<file path="src/bf3_ram.sv">
// ----------------------------------------------------------------------------
// bf3_ram: generic simple dual-port RAM
// One write port and one read port with registered read data.
// ----------------------------------------------------------------------------
module bf3_ram #(
    parameter int WIDTH = 8,
    parameter int DEPTH = 2,
    localparam int ADDR_BITS = (DEPTH > 1) ? $clog2(DEPTH) : 1
) (
    input  logic                 clk,
    input  logic                 we,
    input  logic [ADDR_BITS-1:0] waddr,
    input  logic [WIDTH-1:0]     wdata,
    input  logic                 re,
    input  logic [ADDR_BITS-1:0] raddr,
    output logic [WIDTH-1:0]     rdata
);

    logic [WIDTH-1:0] mem_reg [DEPTH];
    logic [WIDTH-1:0] rdata_reg;

    always_ff @(posedge clk)
    begin
        if (we)
        begin
            mem_reg[waddr] <= wdata;
        end
        if (re)
        begin
            rdata_reg <= mem_reg[raddr];
        end
    end

    assign rdata = rdata_reg;

endmodule

</file>
<file path="config.mk">
export PLATFORM = sky130hd
export DESIGN_NAME = bf3_ram
export DESIGN_NICKNAME = d
export VERILOG_FILES = /design/src/bf3_ram.sv
export SDC_FILE = /design/constraint.sdc
export NUM_CORES = 1
export LEC_CHECK = 0
export ABC_AREA = 1
export BUFFER_PORTS_ARGS = -buffer_cell sky130_fd_sc_hd__buf_4
export CORE_UTILIZATION = 49
export DETAILED_ROUTE_END_ITERATION = 7
export PLACE_DENSITY = 0.76
export SETUP_SLACK_MARGIN = 0.02
export SLEW_MARGIN = 5
export SYNTH_ARGS = -nofsm -noshare
export SYNTH_HDL_FRONTEND = slang
export SYNTH_SLANG_ARGS = --single-unit
</file>
<file path="constraint.sdc">
create_clock -name clk -period 1.1 [get_ports clk]
set_input_delay 0.22 -clock clk [delete_from_list [all_inputs] [get_ports clk]]
set_output_delay 0.22 -clock clk [all_outputs]
set_load 0.03 [all_outputs]
</file>
==> After elaboration in Yosys (flattened, before gate mapping) <==
Memory sizes are Yosys's and may differ from the RTL's. A register that Yosys moved wholly into a read port is not among the register bits.
Index checks and enable logic that the tools add are counted.
{ "word_totals": {"register_bits": 0, "latchBits": 0, "mem_bits_rw": 16, "romBits": 0, "in_bits": 13, "out_inout_bits": 8, "word_cells": 3, "n_memories": 1} }
{ "memory_table": {"columns": ["memory", "depth", "word_bits", "rd", "rd_clocked_by_memory_dff", "write_ports", "line", "text"], "rows": [
  ["mem_reg", 2, 8, 1, 1, 1, "19", "logic [WIDTH-1:0] mem_reg [DEPTH];"]
]} }
{ "op_classes": {"n_addsub": 0, "multipliers": 0, "div_mod_pow": 0, "magnitude_cmp": 0, "eq_ne": 0, "n_shift": 0, "n_mux": 2, "n_bitwise": 0, "reduce_logical": 0} }
{ "ops": {"columns": ["op", "count"], "rows": [
  ["$mux W1", 2]
]} }

==> Depth between registers and ports, before layout <==
{ "depth": {"ltp_word": 2, "mapped_depth": 4} }

==> Worst setup path before layout <==
Ideal clock, no wire load.
{ "synth_timing": {"path_kind": "in2reg", "startpoint": "input port we", "endpoint": "memory mem_reg[0][0] (enable)", "arrival_ns": 0.609, "required_time_ns": 0.729, "slack_ns": 0.120, "path_stages": 2, "n_path_buf": 0, "cell_sequence": "inv_1 -> nor2_1"} }
{ "synth_via": {"elab_chain_cells": 2} }
{ "synth_lines": {"columns": ["element", "line", "text"], "rows": [
  ["from (decl)", "11", "input logic we,"],
  ["$mux W1", "24", "if (we)"],
  ["$mux W1 (not written as such)", "26", "mem_reg[waddr] <= wdata;"],
  ["to (decl)", "19", null]
]} }
No other way between the ends.

==> Worst setup path in the final report <==
{ "layout_timing": {"startpoint": "register rdata_reg[6] (netlist: rdata[6]), read port of mem_reg", "endpoint": "output port rdata[6]"} }
{ "layout_rtl": {"columns": ["element", "line", "text"], "rows": [
  ["from (decl)", "20", "logic [WIDTH-1:0] rdata_reg;"],
  ["to (decl)", "16", "output logic [WIDTH-1:0] rdata"]
]} }
No word-level cell between the ends.

==> results.py <==
metrics = {
    "final_layout": {
        "syn2layout_area_growth_pct": 26.0,
        "layout-drive-gt1-share": 0.325,
        "largest_reg_flops": 16,
        "fillers": 102,
        "fin_nets": 92,
        "n_antenna_cell": 0,
    },
    "synthesis": {
        "yosysWarningCount": 0,
        "synth_seq_cells": 24,
        "synth_top_cell_by_area": "edfxtp_1",
        "synth_cell_type_count": 6,
        "synth.top_cell.area_share": 0.857,
        "synth_cells": 54,
        "syn_avg_cell_area_um2": 15.6,
        "seq_area_frac_synth": 0.857,
        "synth_nets": 67,
        "synth_area_leaders": "edfxtp_1, nand2_1, buf_6",
        "syn_area_um2": 841,
    },
    "hold_path": {
        "hold_class": "in2reg",
        "min_from": "wdata[5]",
    },
    "routing": {
        "via_per_inst": 4.81,
        "routedWlPerCell_um": 10.8,
        "detailroute.via_count": 447,
        "final_antenna_net_count": 0,
        "drt_drc_violations_left": 6,
        "firstDrtPassIters": 8,
        "first_iter_violations": 19,
        "wl_um": 1010,
    },
    "worst_setup_path": {
        "path_cells": "buf_6",
        "slowest_stage": "edfxtp_1",
        "rr_startpoint": "mem_reg[1][6]$_DFFE_PP_",
        "reg2reg_slack_ps": 360,
        "path_buf_inv": 1,
        "path_class": "reg2out",
        "endpoint_kind": "output pin",
        "critPathTopFamily": "flip-flops",
        "startpoint": "rdata[6]$_DFFE_PP_",
        "max_stage_delay_ps": 410,
        "required_ps": 880,
        "arrival_ps": 850,
        "crit_path_start_kind": "flip-flop",
        "crit_fanout": 1,
    },
    "floorplanning": {
        "core_mm2": 0.00156,
        "die_h_um": 43.4,
        "start_util": 0.539,
        "rows": 14,
        "die_area_mm2": 0.00189,
        "io_pins": 21,
        "die_x_um": 43.4,
    },
    "grt": {
        "grt_max_degree": 13,
        "grt_pass1_wl_um": 1630,
        "grt_overflow": 0,
        "grt_antenna_before_repair": 0,
        "first_global_vias": 410,
        "grt_usage": 0.121,
    },
    "clock_network": {
        "cts_sinks": 24,
        "cts-buffers-inserted": 3,
        "cts_tree": "built",
        "htreeDepth": 1,
        "cts_hold_buffers": 0,
        "root_buffer": "clkbuf_4",
        "path_clk_slew_ps": 120,
        "clock_latency_ps": 290,
        "clock_path_buffers": 2,
    },
    "power": {
        "power_mw": 1.63,
        "powerDensity_mw_per_mm2": 1540,
        "p_leak_nw": 0.447,
        "ir_worst_vdd_mv": 1.09,
    },
    "place": {
        "post-place-ws_ps": 145,
        "gp_congestion": 0.596,
        "io_buffers": 20,
    },
    "timing": {
        "period_share": 0.977,
        "skew_ps": 0.439,
        "period_minus_slack_ps": 1070,
        "worst_pin_slew_ps": 327,
        "fin_ws_ps": 25.6,
        "slew_viol_final": 0,
        "max_slew_margin": 0.782,
        "rsz0062_at_grt": "yes",
        "fmax_mhz": 931,
        "setup-violations-final": 0,
        "hold_violations": 0,
    },
    "job": {
        "drv_cap": 0,
    },
    "status": {
        "status": "finished, violations left",
        "violations": "DRC",
    },
}
layer usage:
metal | share of wire | GRT usage
met4 | 0 | 0.0563
met5 | 0 | 0
met2 | 0.57 | 0.230
met1 | 0.39 | 0.125
met3 | 0.044 | 0.0250
synth_stat cells, drive strengths merged:
cell type	n
buf	1
edfxtp	24
inv	3
nand2	25
nor2	1
cells by family (layout without fill, tap and decap cells):
logic type	Yosys count	in the layout	share of synthesized area
buffers and inverters	4	27	0.0268
and+or+nand+nor	26	26	0.116
DFF	24	24	0.857
placed cells by master (no fill, tap or decap), drive strengths merged:
cell type / n
nand2: 25
edfxtp: 24
buf: 21
clkbuf: 3
inv: 3
nor2: 1
metrics by stage:
stage	hold WS [ps]	utilization	cells	TNS [ps]	area [um2]
after floorplan	319	-	54	0	841
after global placement	406	0.646	90	0	1010
after detailed placement	408	0.646	90	0	1010
after CTS	94.4	0.663	93	0	1030
after global routing	81.9	0.680	93	-11.7	1060
final	97.9	0.680	93	0	1060
worst reg2reg max path, stage by stage, from the launching register on:
cell and delay [ps]:
edfxtp_1 390, nand2_1 70, nand2_1 50
report_power, final:
group	total [mW]	switching, mW	leakage, nW	internal, mW
Combinational	0.177	0.0967	0.203	0.0802
Clock	0.354	0.226	0.0138	0.127
Sequential	1.10	0.0182	0.230	1.08
final timing paths:
kind | to | depth (start not counted)
setup / recovery | rdata[6] | 1
hold / removal | mem_reg[0][5]$_DFFE_PP_ | 1
setup reg to reg | rdata[6]$_DFFE_PP_ | 2
hold reg to reg | rdata[4]$_DFFE_PP_ | 2
repair_timing:
item | 4_1_cts | 5_1_grt
setup endpoints to repair | 1 | 8
buffers inserted | 0 | 0
gates cloned | 0 | 0
gates resized for setup | 1 | 7
final cells by class:
cell class / instances / area [um2] / share of cell area
Clock buffer: 3 / 22.5 / 0.0213
Sequential cell: 24 / 721 / 0.680
Tap cell: 16 / 20.0 / 0.0189
Inverter: 3 / 11.3 / 0.0106
Multi-Input combinational cell: 26 / 97.6 / 0.0921
Timing Repair Buffer: 21 / 188 / 0.177
(Power assumes the default switching activity.)
