**config.mk**
```make
export PLATFORM = sky130hd
export DESIGN_NAME = bf3_lane
export DESIGN_NICKNAME = d
export VERILOG_FILES = /design/src/bf3_pkg.sv /design/src/bf3_lane.sv
export SDC_FILE = /design/constraint.sdc
export NUM_CORES = 1
export LEC_CHECK = 0
export BUFFER_PORTS_ARGS = -buffer_cell sky130_fd_sc_hd__buf_2
export CAP_MARGIN = 5
export CELL_PAD_IN_SITES_DETAIL_PLACEMENT = 1
export CELL_PAD_IN_SITES_GLOBAL_PLACEMENT = 1
export CORE_UTILIZATION = 48
export CTS_CLUSTER_SIZE = 30
export DETAILED_ROUTE_END_ITERATION = 6
export HOLD_SLACK_MARGIN = 0.1
export MAX_ROUTING_LAYER = met4
export PLACE_DENSITY = 0.87
export RECOVER_POWER = 25
export SLEW_MARGIN = 20
export SYNTH_ARGS = -nofsm -noshare
export SYNTH_HDL_FRONTEND = slang
export SYNTH_SLANG_ARGS = --single-unit
```
**constraint.sdc**
```tcl
create_clock -name clk -period 6.6 [get_ports clk]
set_input_delay 1.32 -clock clk [delete_from_list [all_inputs] [get_ports clk]]
set_output_delay 1.32 -clock clk [all_outputs]
set_load 0.02 [all_outputs]
```
**src/bf3_pkg.sv**
```systemverilog
// ----------------------------------------------------------------------------
// bf3_pkg: shared definitions for the 3x3 box filter
// Sample widths, configuration register map, divide-by-nine constants and
// the types passed between the filter lanes and the result merge stage.
// ----------------------------------------------------------------------------
package bf3_pkg;

    // Sample geometry and build-time defaults.
    localparam int SAMPLE_BITS  = 8;
    localparam int IO_CHANNELS  = 3;
    localparam int MAX_WIDTH_DEF = 2048;
    localparam int CHANNELS_DEF  = 3;
    localparam int WINDOW_TAPS   = 9;
    localparam int MIN_WIDTH     = 2;

    // Configuration port.
    localparam int CFG_INDEX_BITS     = 2;
    localparam int CFG_DATA_BITS      = 13;
    localparam int IMAGE_WIDTH_BITS   = 12;
    localparam int CHANNEL_COUNT_BITS = 2;

    localparam logic [CFG_INDEX_BITS-1:0] REG_IMAGE_WIDTH   = 2'd0;
    localparam logic [CFG_INDEX_BITS-1:0] REG_IMAGE_HEIGHT  = 2'd1;
    localparam logic [CFG_INDEX_BITS-1:0] REG_CHANNEL_COUNT = 2'd2;

    localparam logic [IMAGE_WIDTH_BITS-1:0]   IMAGE_WIDTH_RESET   = 12'd2048;
    localparam logic [CHANNEL_COUNT_BITS-1:0] CHANNEL_COUNT_RESET = 2'd3;

    // Window sum of nine samples and its reciprocal multiply. The reciprocal
    // is rounded up, which gives the exact floor for any sum below 32768.
    localparam int SUM_BITS    = SAMPLE_BITS + 4;
    localparam int RECIP_SHIFT = 16;
    localparam int RECIP_BITS  = 13;
    localparam int PROD_BITS   = SUM_BITS + RECIP_BITS;
    localparam logic [RECIP_BITS-1:0] RECIP_9 =
        RECIP_BITS'((1 << RECIP_SHIFT) / WINDOW_TAPS + 1);

    // One sample per output channel.
    typedef logic [IO_CHANNELS-1:0][SAMPLE_BITS-1:0] bf3_io_pix_t;

    // Control that travels with a result pair.
    typedef struct packed {
        logic two;   // the item produced two results
        logic eoi;   // the second result is the bottom-right pixel
    } bf3_meta_t;

endpackage

```
**src/bf3_lane.sv**
```systemverilog
// ----------------------------------------------------------------------------
// bf3_lane: one channel of the 3x3 box filter
// Sums the two windows of a result pair, registers the sums and divides
// each by nine with a reciprocal multiply.
// ----------------------------------------------------------------------------
module bf3_lane import bf3_pkg::*; (
    input  logic                        clk,
    input  logic                        load,
    input  logic                        active,
    input  logic [2:0][SAMPLE_BITS-1:0] left,
    input  logic [2:0][SAMPLE_BITS-1:0] centre,
    input  logic [2:0][SAMPLE_BITS-1:0] right,
    output logic [SAMPLE_BITS-1:0]      quot_a,
    output logic [SAMPLE_BITS-1:0]      quot_b
);

    logic [SUM_BITS-1:0]  col_l, col_c, col_r;
    logic [SUM_BITS-1:0]  sum_a, sum_b;
    logic [SUM_BITS-1:0]  sum_a_reg, sum_b_reg;
    logic [PROD_BITS-1:0] prod_a, prod_b;

    always_comb
    begin
        col_l = SUM_BITS'(left[0])   + SUM_BITS'(left[1])   + SUM_BITS'(left[2]);
        col_c = SUM_BITS'(centre[0]) + SUM_BITS'(centre[1]) + SUM_BITS'(centre[2]);
        col_r = SUM_BITS'(right[0])  + SUM_BITS'(right[1])  + SUM_BITS'(right[2]);
        sum_a = col_l + col_c + col_r;
        // The second window of a pair repeats the right column.
        sum_b = col_c + (col_r << 1);
    end

    always_ff @(posedge clk)
    begin
        if (load)
        begin
            sum_a_reg <= active ? sum_a : '0;
            sum_b_reg <= active ? sum_b : '0;
        end
    end

    assign prod_a = PROD_BITS'(sum_a_reg) * PROD_BITS'(RECIP_9);
    assign prod_b = PROD_BITS'(sum_b_reg) * PROD_BITS'(RECIP_9);
    assign quot_a = prod_a[RECIP_SHIFT +: SAMPLE_BITS];
    assign quot_b = prod_b[RECIP_SHIFT +: SAMPLE_BITS];

endmodule

```
=== Word level (Yosys, flattened, before mapping) ===
Index checks and enable logic that the tools add are counted.
Widths: inputs -> output; s select.

* Register bits after elaboration: 24
* Output and inout bits: 16
* Word-level logic and storage cells: 13

* $add $sub $neg: 9
* Multiply operators: 2

{| class="wikitable"
|+ Operators with widths
! cell !! count
|-
| $mul 12x12->23 const B || 2
|-
| $add 9x8->10 || 3
|-
| $add 8x8->9 || 3
|-
| $add 10x11->12 || 1
|-
| $add 11x10->12 || 1
|-
| $add 10x10->11 || 1
|}

=== Longest topological paths before layout ===
* Depth after elaboration: 4
* Mapped depth: 23

=== Worst setup path before layout ===
OpenSTA, ideal clock, no wires.

* Path kind: register -> output
* Start: reg sum_a_reg[3]
* End: out quot_a[7]
* Arrival time: 4715 ps
* Required time: 5280 ps
* Setup slack: 565 ps
* Cell stages (with the launch flop): 20
* Path buffers: 1
* Path through: edfxtp_1 -> fa_1 -> ha_1 -> inv_1 -> fa_1 -> inv_1 -> fa_1 -> inv_1 -> fa_1 -> inv_1 -> ha_1 -> a21oi_1 -> nand3_1 -> o311ai_1 -> a2111o_1 -> nand3_1 -> o22ai_1 -> o21bai_1 -> xnor2_1 -> buf_4

* Cells in the longest elaborated chain, start to end: 1

{| class="wikitable"
|+ RTL lines
! element !! RTL line !! source
|-
| start, declared || bf3_lane.sv:19 || <nowiki>logic [SUM_BITS-1:0] sum_a_reg, sum_b_reg;</nowiki>
|-
| start signal, assigned || bf3_lane.sv:36 || <nowiki>sum_a_reg <= active ? sum_a : '0;</nowiki>
|-
| $mul 12x12->23 || bf3_lane.sv:41 || <nowiki>assign prod_a = PROD_BITS'(sum_a_reg) * PROD_BITS'(RECIP_9);</nowiki>
|-
| end, declared || bf3_lane.sv:13 || <nowiki>output logic [SAMPLE_BITS-1:0] quot_a,</nowiki>
|}

Every way passes these cells.

=== Worst setup path in the final report ===
* Start: reg sum_a_reg[2]
* End: out quot_a[7]

The elaborated chain is that of the path after synthesis.

==> flow_metrics.tcl <==
set metrics [dict create \
    outcome "complete, but fails checks" \
    violations "capacitance limit, slew limit, setup timing" \
    critical_path_class "reg -> out" \
    grt_max_degree 25 \
    setup_violations 3 \
    core-area_um2 14530 \
    cts_sinks 24 \
    first_pass_iters 5 \
    synth.area.mux_share_pct 0 \
    holdCritPathClass "in -> reg" \
    synth-compound-area-share_pct 7.417 \
    max_freq_mhz 148.9 \
    hpwl_um 16320 \
    synth_xor_area_share_pct 5.602 \
    wl_um 22300 \
    whs_ns 1.468 \
    h-tree-depth 1 \
    grt_setup_unrepaired "yes" \
    initial_core_util_pct 49.33 \
    maxCapViolations 1 \
    ys_warn_count 0 \
    dpl_cell_area_um2 7734 \
    grt_pass1_wl_um 32800 \
    die_h_um 124.2 \
    final_cell_mix "185 x inv_1, 164 x ha_1, 100 x fa_1" \
    ys.flop_type "edfxtp_1" \
    synth_top_family_by_area "adder cells" \
    cp-start-kind "flip-flop" \
    first_iter_violations 398 \
    seq_area_frac_synth_pct 10.05 \
    num_antenna_cells 0 \
    grt_usage_pct 28.01 \
    first_global_vias 6502 \
    synthAdderAreaFrac_pct 58.81 \
    fin_util_pct 57.17 \
    overflow 0 \
    cts_hold_buf 0 \
    final_common_cell "inv_1" \
    worstPathRequired_ns 5.28 \
    max-slew-margin-rel_pct -3.223 \
    wl_per_cell_um 21.82 \
    cts_tree "done" \
    syn_area_per_cell_um2 9.848 \
    fin_crit_sh_pct 101.8 \
    synth_cells 728 \
    synth-simple-area-share_pct 6.335 \
    synthArstFlopShare_pct 0 \
    routed_via_density 5.586 \
    drc 0 \
    path_max_fanout 3 \
    synth_cell_types 46 \
    final_max_slew_viol_count 25 \
    setup_ws_ns -0.1156 \
    tightest_slew_ns 1.548 \
    layout.nets 1188 \
    die_area_um2 15430 \
    finalInstanceArea_um2 8309 \
    root_buffer "clkbuf_16" \
    antenna_found_initial 0 \
    gp_congestion 0.8818 \
    timing_hold_violations_final 0 \
    synth_area_um2 7169 \
    die_w_um 124.2 \
    post-route-min-period_ns 6.716 \
    drive_gt1_share_pct 20.53 \
    cp_data_arrival_time_ns 5.40 \
    num_io_pins 91 \
    ant_nets 0 \
    cts_made_buffers 3 \
    clk_pin_slew_ns 0.08 \
    cp-end-kind "output port" \
    port_buffers 90 \
    rows 44 \
    synth_edf_count 24 \
    syn_to_final_growth_pct 15.90 \
    ys_seq_elements 24 \
    clockBufferDepth 2 \
    syn-num-nets 1077 \
    vias 5709 \
]
worst max-delay path, cell delays in order, from the launching register on:
cell and delay, ns:
edfxtp_1 0.52, inv_2 0.14, fa_1 0.42, inv_1 0.10, ha_1 0.18, inv_1 0.07
fa_1 0.55, inv_2 0.07, fa_1 0.57, inv_2 0.06, fa_1 0.55, inv_2 0.06
ha_4 0.29, o21ai_2 0.06, a21oi_2 0.21, o311ai_4 0.14, a2111o_1 0.40, nand3_2 0.09
o22ai_2 0.08, o21bai_1 0.20, xnor2_1 0.17, buf_4 0.18
stage by stage:
stage          setup WS (ns)  TNS (ns)  cells
4_1_cts             0.005395         0   1003
2_1_floorplan         0.5654         0    728
3_5_place_dp        -0.04383  -0.04383    986
5_1_grt              -0.2067   -0.9605   1022
3_3_place_gp          0.2789         0    986
6_report             -0.1156   -0.2120   1022
cell type report:
class,count,area (µm²)
sequential,24,720.7
multi-input combinational,495,5822
fill,1663,6225
tap,184,230.2
clock buffer,3,75.07
inverter,192,720.7
clock inverter,1,30.03
timing repair buffer,123,710.7
per-layer routing:
layer	part of all wire [%]	GRT usage, %	vias up
li1	-	-	2537
met1	37	29.42	2841
met2	53	52.62	233
met3	3.9	2.414	98
met4	5.5	12.83	0
met5	0	-	-
synth_stat cells (2+ instances only):
master | count | area share, %
inv_1 | 191 | 10
ha_1 | 172 | 30
fa_1 | 102 | 28
nor2_1 | 33 | 1.7
xnor2_1 | 31 | 3.8
a21oi_1 | 26 | 1.8
edfxtp_1 | 24 | 10
buf_4 | 16 | 1.7
nand2_1 | 14 | 0.73
o21ai_0 | 14 | 0.98
xor2_1 | 13 | 1.6
a21o_1 | 11 | 1.2
nor3_1 | 11 | 0.77
nand3_1 | 8 | 0.56
and2_1 | 5 | 0.44
nand2b_1 | 5 | 0.44
nand4_1 | 5 | 0.44
nor2b_1 | 5 | 0.44
or3_1 | 5 | 0.44
o21bai_1 | 4 | 0.42
a211oi_1 | 3 | 0.31
a2111o_1 | 2 | 0.31
a21boi_0 | 2 | 0.21
a31oi_1 | 2 | 0.17
maj3_2 | 2 | 0.31
o22ai_1 | 2 | 0.17
path summary, 6_finish.rpt:
check,start,endpoint,slack (ns),cells past startpoint
setup / recovery,sum_a_reg[2]$_SDFFCE_PN0P_,quot_a[7],-0.12,21
hold / removal,active,sum_b_reg[0]$_SDFFCE_PN0P_,1.47,2
cell families (layout without fill, tap and decap cells):
kind of cell | after synthesis | count (layout)
simple gates | 95 | 95
fa+ha+maj | 276 | 276
compound gates | 79 | 79
xor+xnor | 45 | 45
flops | 24 | 24
buf+inv | 209 | 319
timing repair:
action | in CTS | in global routing
setup endpoints to repair | 10 | 9
pin swaps | 12 | 30
resized for setup | 17 | 31
buffers inserted | 13 | 19
Power is left out: the tool's default activity adds up to more than one toggle a clock period on the data nets, which glitch-free logic cannot reach.
