--- config.mk ---
export PLATFORM = sky130hd
export DESIGN_NAME = bf3_merge_flat
export DESIGN_NICKNAME = d
export VERILOG_FILES = /design/src/bf3_pkg.sv /design/src/bf3_if.sv /design/src/bf3_merge.sv /design/src/flat_wrapper.sv
export SDC_FILE = /design/constraint.sdc
export NUM_CORES = 1
export LEC_CHECK = 0
export BUFFER_PORTS_ARGS = -buffer_cell sky130_fd_sc_hd__buf_2
export CAP_MARGIN = 40
export CORE_MARGIN = 1
export CORE_UTILIZATION = 37
export DETAILED_ROUTE_END_ITERATION = 10
export GPL_ROUTABILITY_DRIVEN = 0
export PLACE_DENSITY = 0.67
export SLEW_MARGIN = 0
export SYNTH_ARGS = -nofsm -noshare
export SYNTH_HDL_FRONTEND = slang
export SYNTH_SLANG_ARGS = --single-unit
--- constraint.sdc ---
create_clock -name clk -period 2.3 [get_ports clk]
set_input_delay 0.23 -clock clk [delete_from_list [all_inputs] [get_ports clk]]
set_output_delay 0.23 -clock clk [all_outputs]
set_load 0.02 [all_outputs]
--- src/bf3_pkg.sv ---
// ----------------------------------------------------------------------------
// bf3_pkg: shared definitions for the 3x3 box filter
// Sample widths, configuration register map, divide-by-nine constants and
// the types passed between the filter lanes and the result merge stage.
// ----------------------------------------------------------------------------
package bf3_pkg;

    // Sample geometry and build-time defaults.
    localparam int SAMPLE_BITS  = 8;
    localparam int IO_CHANNELS  = 3;
    localparam int MAX_WIDTH_DEF = 2048;
    localparam int CHANNELS_DEF  = 3;
    localparam int WINDOW_TAPS   = 9;
    localparam int MIN_WIDTH     = 2;

    // Configuration port.
    localparam int CFG_INDEX_BITS     = 2;
    localparam int CFG_DATA_BITS      = 13;
    localparam int IMAGE_WIDTH_BITS   = 12;
    localparam int CHANNEL_COUNT_BITS = 2;

    localparam logic [CFG_INDEX_BITS-1:0] REG_IMAGE_WIDTH   = 2'd0;
    localparam logic [CFG_INDEX_BITS-1:0] REG_IMAGE_HEIGHT  = 2'd1;
    localparam logic [CFG_INDEX_BITS-1:0] REG_CHANNEL_COUNT = 2'd2;

    localparam logic [IMAGE_WIDTH_BITS-1:0]   IMAGE_WIDTH_RESET   = 12'd2048;
    localparam logic [CHANNEL_COUNT_BITS-1:0] CHANNEL_COUNT_RESET = 2'd3;

    // Window sum of nine samples and its reciprocal multiply. The reciprocal
    // is rounded up, which gives the exact floor for any sum below 32768.
    localparam int SUM_BITS    = SAMPLE_BITS + 4;
    localparam int RECIP_SHIFT = 16;
    localparam int RECIP_BITS  = 13;
    localparam int PROD_BITS   = SUM_BITS + RECIP_BITS;
    localparam logic [RECIP_BITS-1:0] RECIP_9 =
        RECIP_BITS'((1 << RECIP_SHIFT) / WINDOW_TAPS + 1);

    // One sample per output channel.
    typedef logic [IO_CHANNELS-1:0][SAMPLE_BITS-1:0] bf3_io_pix_t;

    // Control that travels with a result pair.
    typedef struct packed {
        logic two;   // the item produced two results
        logic eoi;   // the second result is the bottom-right pixel
    } bf3_meta_t;

endpackage

--- src/bf3_if.sv ---


interface bf3_out_if import bf3_pkg::*; ();
    logic                   valid;
    logic                   ready;
    logic [SAMPLE_BITS-1:0] out_c0;
    logic [SAMPLE_BITS-1:0] out_c1;
    logic [SAMPLE_BITS-1:0] out_c2;
    logic                   end_of_burst;
    logic                   end_of_image;

    modport source (output valid, output out_c0, output out_c1, output out_c2,
                    output end_of_burst, output end_of_image, input ready);
    modport sink   (input valid, input out_c0, input out_c1, input out_c2,
                    input end_of_burst, input end_of_image, output ready);
endinterface

--- src/bf3_merge.sv ---
// ----------------------------------------------------------------------------
// bf3_merge: result merge and output stage
// Collects the lane quotients of one item into a result pair and sends its
// one or two results out one transaction at a time.
// ----------------------------------------------------------------------------
module bf3_merge import bf3_pkg::*; (
    input  logic         clk,
    input  logic         rst_n,
    input  logic         in_valid,
    output logic         in_ready,
    input  bf3_meta_t    meta,
    input  bf3_io_pix_t  quot_a,
    input  bf3_io_pix_t  quot_b,
    bf3_out_if.source    res_ch
);

    localparam logic [1:0] LEFT_NONE = 2'd0;
    localparam logic [1:0] LEFT_ONE  = 2'd1;
    localparam logic [1:0] LEFT_TWO  = 2'd2;

    logic [1:0]  left_reg, left_next;
    logic        sel_reg, sel_next;
    logic        eoi_reg;
    bf3_io_pix_t slot0_reg, slot1_reg, shown;
    logic        take, load;

    assign take     = res_ch.valid && res_ch.ready;
    assign in_ready = (left_reg == LEFT_NONE) || ((left_reg == LEFT_ONE) && res_ch.ready);
    assign load     = in_valid && in_ready;

    always_comb
    begin
        left_next = left_reg;
        sel_next  = sel_reg;
        if (load)
        begin
            left_next = meta.two ? LEFT_TWO : LEFT_ONE;
            sel_next  = 1'b0;
        end
        else if (take)
        begin
            left_next = left_reg - LEFT_ONE;
            sel_next  = 1'b1;
        end
    end

    always_ff @(posedge clk or negedge rst_n)
    begin
        if (!rst_n)
        begin
            left_reg <= LEFT_NONE;
            sel_reg  <= 1'b0;
        end
        else
        begin
            left_reg <= left_next;
            sel_reg  <= sel_next;
        end
    end

    always_ff @(posedge clk)
    begin
        if (load)
        begin
            slot0_reg <= quot_a;
            slot1_reg <= quot_b;
            eoi_reg   <= meta.two && meta.eoi;
        end
    end

    assign shown               = sel_reg ? slot1_reg : slot0_reg;
    assign res_ch.valid        = (left_reg != LEFT_NONE);
    assign res_ch.out_c0       = shown[0];
    assign res_ch.out_c1       = shown[1];
    assign res_ch.out_c2       = shown[2];
    assign res_ch.end_of_burst = (left_reg == LEFT_ONE);
    assign res_ch.end_of_image = (left_reg == LEFT_ONE) && eoi_reg;

endmodule

--- src/flat_wrapper.sv ---
// flat-port wrapper written by rule: the top's interface ports become plain ports
module bf3_merge_flat import bf3_pkg::*;
  (clk, rst_n, in_valid, in_ready, meta, quot_a, quot_b, res_ch_valid, res_ch_out_c0, res_ch_out_c1, res_ch_out_c2, res_ch_end_of_burst, res_ch_end_of_image, res_ch_ready);
  bf3_out_if res_ch_i ();
  input  logic clk;
  input  logic rst_n;
  input  logic in_valid;
  output logic in_ready;
  input  bf3_meta_t meta;
  input  bf3_io_pix_t quot_a;
  input  bf3_io_pix_t quot_b;
  output wire logic [$bits(res_ch_i.valid)-1:0] res_ch_valid;
  output wire logic [$bits(res_ch_i.out_c0)-1:0] res_ch_out_c0;
  output wire logic [$bits(res_ch_i.out_c1)-1:0] res_ch_out_c1;
  output wire logic [$bits(res_ch_i.out_c2)-1:0] res_ch_out_c2;
  output wire logic [$bits(res_ch_i.end_of_burst)-1:0] res_ch_end_of_burst;
  output wire logic [$bits(res_ch_i.end_of_image)-1:0] res_ch_end_of_image;
  input wire logic [$bits(res_ch_i.ready)-1:0] res_ch_ready;
  assign res_ch_valid = res_ch_i.valid;
  assign res_ch_out_c0 = res_ch_i.out_c0;
  assign res_ch_out_c1 = res_ch_i.out_c1;
  assign res_ch_out_c2 = res_ch_i.out_c2;
  assign res_ch_end_of_burst = res_ch_i.end_of_burst;
  assign res_ch_end_of_image = res_ch_i.end_of_image;
  assign res_ch_i.ready = res_ch_ready;
  bf3_merge u_core (.clk(clk), .rst_n(rst_n), .in_valid(in_valid), .in_ready(in_ready), .meta(meta), .quot_a(quot_a), .quot_b(quot_b), .res_ch(res_ch_i));
endmodule
### Yosys cells after proc, flatten, opt, wreduce, memory -nomap -nowiden

Cells that the tools add are included.
Widths: inputs -> output; s select.

| cells by class | value |
|---|---|
| $add $sub $neg | 1 |
| $mul | 0 |
| div/mod/pow operators | 0 |
| order comparisons | 0 |
| eq/ne operators | 1 |
| shifts and indexed selects | 0 |
| mux-type cells | 6 |
| bitwise logic cells | 0 |
| reductions and logical operators | 9 |

Operators by type and width:

| operator | number |
|---|---|
| $mux 24 | 1 |
| $mux 2 | 3 |
| $logic_and 1x1->1 | 5 |
| $reduce_bool 2->1 | 2 |
| $eq 2x1->1 const B | 1 |
| $logic_not 2->1 | 1 |
| $mux 1 | 2 |
| $sub 2x1->2 const B | 1 |
| $logic_or 1x1->1 | 1 |

| storage, ports and cells | value |
|---|---|
| register bits | 52 |
| bits in latches | 0 |
| memory bits (writable) | 0 |
| bits in read-only memories | 0 |
| input bits | 54 |
| output and inout port bits | 28 |
| word-level logic and storage cells | 26 |
| memories kept | 0 |

### Depth between registers and ports, before layout

| depth | value |
|---|---|
| depth after elaboration | 5 |
| depth in mapped cells | 5 |

### Least setup slack after synthesis

OpenSTA, ideal clock, no wires.

| timing path | value |
|---|---|
| kind | reg-to-reg |
| from | register u_core.left_reg[1] |
| to | register u_core.eoi_reg (enable) |
| setup time | 403 ps |
| arrival time | 2,124 ps |
| slack | -227 ps |
| cell stages (with the launch flop) | 6 |
| path through | dfrtp_1 > inv_1 > ha_1 > a21o_1 > nand2_1 > inv_1 |

| on the way | value |
|---|---|
| word-level cells in the longest chain between the ends | 4 |
| elaborated cells on any way between the ends | 5 |
| those cells by class | eq/ne: 1; reduce/logical: 4 |

RTL lines:

| element | line | text |
|---|---|---|
| from (decl) | bf3_merge.sv:21 | `logic [1:0] left_reg, left_next;` |
| from (signal assigned) | bf3_merge.sv:56 | `left_reg <= left_next;` |
| $eq 2x1->1 | - |  |
| named net res_ch_end_of_burst | flat_wrapper.sv:16 | `output wire logic [$bits(res_ch_i.end_of_burst)-1:0] res_ch_end_of_burst;` |
| $logic_and 1x1->1 | bf3_merge.sv:28 | `assign in_ready = (left_reg == LEFT_NONE) \|\| ((left_reg == LEFT_ONE) && res_ch.ready);` |
| $logic_or 1x1->1 | bf3_merge.sv:28 |  |
| named net in_ready | flat_wrapper.sv:8 | `output logic in_ready;` |
| $logic_and 1x1->1 | bf3_merge.sv:29 | `assign load = in_valid && in_ready;` |
| named net u_core.load | bf3_merge.sv:25 | `logic take, load;` |
| to (signal assigned) | bf3_merge.sv:67 | `eoi_reg <= meta.two && meta.eoi;` |
| to (decl) | bf3_merge.sv:23 | `logic eoi_reg;` |

The timed path passes the listed nets, and every way through them passes these cells.
A chain may end at the register's enable or synchronous reset.

### Worst setup path after layout

| timing path | value |
|---|---|
| from | register u_core.left_reg[0] |
| to | register u_core.eoi_reg (enable) |

| on the way | value |
|---|---|
| word-level cells in the longest chain between the ends | 4 |
| elaborated cells on any way between the ends | 5 |
| those cells by class | eq/ne: 1; reduce/logical: 4 |

RTL lines:

| element | line |
|---|---|
| $eq 2x1->1 | bf3_merge.sv:28 |
| $logic_and 1x1->1 | bf3_merge.sv:28 |
| $logic_or 1x1->1 * | bf3_merge.sv:28 |
| $logic_and 1x1->1 * | bf3_merge.sv:29 |
| named net u_core.load | bf3_merge.sv:25 |

The timed path passes the listed nets; every way through them passes the cells marked *.

==> run metrics <==
Setup Fix Bufs, Post-CTS=0; Startpoint Class=flop; ANT nets after route=0; initial core utilization=38.78%; initial antenna violation count=0; power per cell area=1126 nW/um^2; I/O pin count=82; grt peak-use layer=met2; worst r2r dst=u_core.eoi_reg; Worst Skew=0.004920 ns; worst ir drop on vdd=0.5080 mV; final WL=3.271 mm; FF-to-FF setup slack=0.38 ns; final total power=2935 uW; Hold Path Cell Cnt=1; Finish-stage setup viols=0; clk sink count=52; Buffers on Ports=81; DRT iter0 DRCs=41; Die Width=75.40 microns; Synth Instances=102; largest net degree at the start of global routing=38; hold endpoint=u_core.slot0_reg[0]; hold path start=quot_a[0]; All-Layer GR Usage=11.86%; CP Capture Type=flop; drt pass-1 iters=2; global-route wire length before repair=4.802 mm; core box area=5140 sq um; unrepaired setup endpoints after global routing=no; Fillers=466; Clock transition at path regs=0.09 ns; Max Root-Sink Buffers=2; Slew HR=79.70%; top cell type's share of synthesized area=73.82%; Peak Freq=0.5222 GHz; num rows=26; Avg WL per Cell=12.53 microns; Critical Path Max Stage Delay=0.41 ns; Vias/cell=4.448; Total Neg Setup Slack=0 ns; Yosys warning total=0; Worst EP required=2.34 ns; Leakage=0.001054 uW; most frequent cells in the layout=buf_2 (81), edfxtp_1 (49), mux2_2 (23); synthesis-stage register bit count=52; GRT met2 Usage=20.83%; Seq/Total Area, Yosys=77.59%; worst hold path class=in -> reg; syn_nets=158; met1 Usage GRT=13.95%; crit-path max FO=37; Final min period=1.915 ns; synth unique cells=19; Synth Area per Inst=19.54 sq um; cts hold-fix bufs=1; worst r2r path cells=6; status=complete, no violations; die area=5684 sq um; critical path arrival=1.95 ns; DRC=0; met3 Resource Use GR=4.101%; Clock Tree Root=clkbuf_8; # resized after CTS=0; clk_lat worst skew=0.29 ns; Layout Utilization=50.71%; Worst Tran Pin Value=0.3044 ns; reg2reg start=u_core.left_reg[0]; total CTS buffers=5; max-cap viol count=0; max-slew violations=0; H-Tree Depth=2; critical path's slowest cell=dfrtp_1; largest cells by area after synthesis=edfxtp_1 (74%), mux2_2 (13%), dfrtp_1 (3.8%); Yosys top cell by area=edfxtp_1; synthesis-to-layout area growth=30.76%; detailed-route via count=1,161; Final HPWL DP=2.403 mm; worst setup path class=reg -> reg; commonest non-fill, non-tap cell in the layout=buf_2; endpoints failing hold=0; period utilization=83.26%; remaining global-route overflow=0; CP Cell Sequence=inv_1 -> ha_1 -> a21o_1 -> nand2_1 -> clkinvlp_4 -> buf_12; vias in the first global route=1,060; share of cells above drive strength 1=60.21%; chip height=75.40 microns; final net count=246; CTS tree=built; Cell Area, Synth=1993 sq um; ANT cells=0
==> through the flow <==
stage          cell area (sq um)  setup slack [ns]  std cells  hold WS, ns
6_report                    2606            0.3849        261       0.1054
5_1_grt                     2606            0.2686        261      0.09078
4_1_cts                     2606            0.3693        261      0.09556
3_5_place_dp                2510            0.3925        252      0.03980
3_3_place_gp                2510            0.4341        252      0.03892
2_1_floorplan               1997           0.04796        102     -0.06559
==> kinds of logic (layout without fill, tap and decap cells) <==
family | after synthesis | in the layout | synth area share [%]
simple gates | 8 | 8 | 2.009
fa+ha+maj | 2 | 2 | 1.255
buf+inv | 7 | 96 | 1.757
mux | 25 | 25 | 14.12
flops | 52 | 52 | 77.59
compound gates | 8 | 8 | 3.265
==> how the worst max path moves through the flow <==
| stage | slack, ns | cells past startpoint | from | to |
|---|---|---|---|---|
| 6_report | 0.38 | 6 | u_core.left_reg[0] | u_core.eoi_reg |
| 2_1_floorplan | 0.05 | 4 | u_core.left_reg[0] | u_core.eoi_reg |
| 3_3_place_gp | 0.43 | 6 | u_core.left_reg[0] | u_core.eoi_reg |
| 3_5_place_dp | 0.39 | 6 | u_core.left_reg[0] | u_core.slot1_reg[11] |
| 4_1_cts | 0.37 | 6 | u_core.left_reg[0] | u_core.slot1_reg[11] |
| 5_1_grt | 0.27 | 6 | u_core.left_reg[0] | u_core.eoi_reg |
==> Yosys cell counts <==
| cell | count |
|---|---|
| buf_4 | 2 |
| nor2_1 | 2 |
| a311oi_2 | 1 |
| a2bb2oi_1 | 1 |
| a21oi_1 | 2 |
| a21o_1 | 1 |
| and2_1 | 2 |
| ha_1 | 2 |
| dfrtp_1 | 3 |
| edfxtp_1 | 49 |
| and3b_1 | 1 |
| nand2_1 | 3 |
| inv_1 | 4 |
| a211o_1 | 1 |
| o211ai_1 | 1 |
| mux2_2 | 23 |
| mux2_1 | 2 |
| buf_2 | 1 |
| a21boi_1 | 1 |
==> layer usage <==
layer  part of all wire [%]  up-vias  routed length, microns
met5                      0        -                       0
li1                       -      566                       -
met4                   0.43        0                      14
met3                    5.6        3                     182
met2                     54       40                    1754
met1                     40      552                    1319
==> critical path, delay by kind of cell (launching register included) <==
family	cells	cell delay [ns]
AOI/OAI and AO/OA	1	0.20
adders and majority gates	1	0.25
buffers and inverters	3	0.64
DFF	1	0.41
and+or+nand+nor	1	0.14
==> area by class of cell <==
cell class / count / area (sq um) / area share [%]
repair buffers: 84 / 455.4 / 17.47
well taps: 70 / 87.58 / 3.361
flip-flops and latches: 52 / 1546 / 59.34
multi-input cells: 43 / 411.6 / 15.79
inverters: 4 / 18.77 / 0.7201
clock inverters: 3 / 17.52 / 0.6721
clock buffers: 5 / 68.82 / 2.640
==> power by group <==
part	leakage, uW	internal [uW]	switching (uW)	total [uW]
Sequential	0.000486	1280	66.1	1340
Combinational	0.000522	466	630	1100
Clock	0.0000460	213	281	494
Total	0.00105	1960	978	2940
No activity file was read; power rests on OpenSTA's default activity.
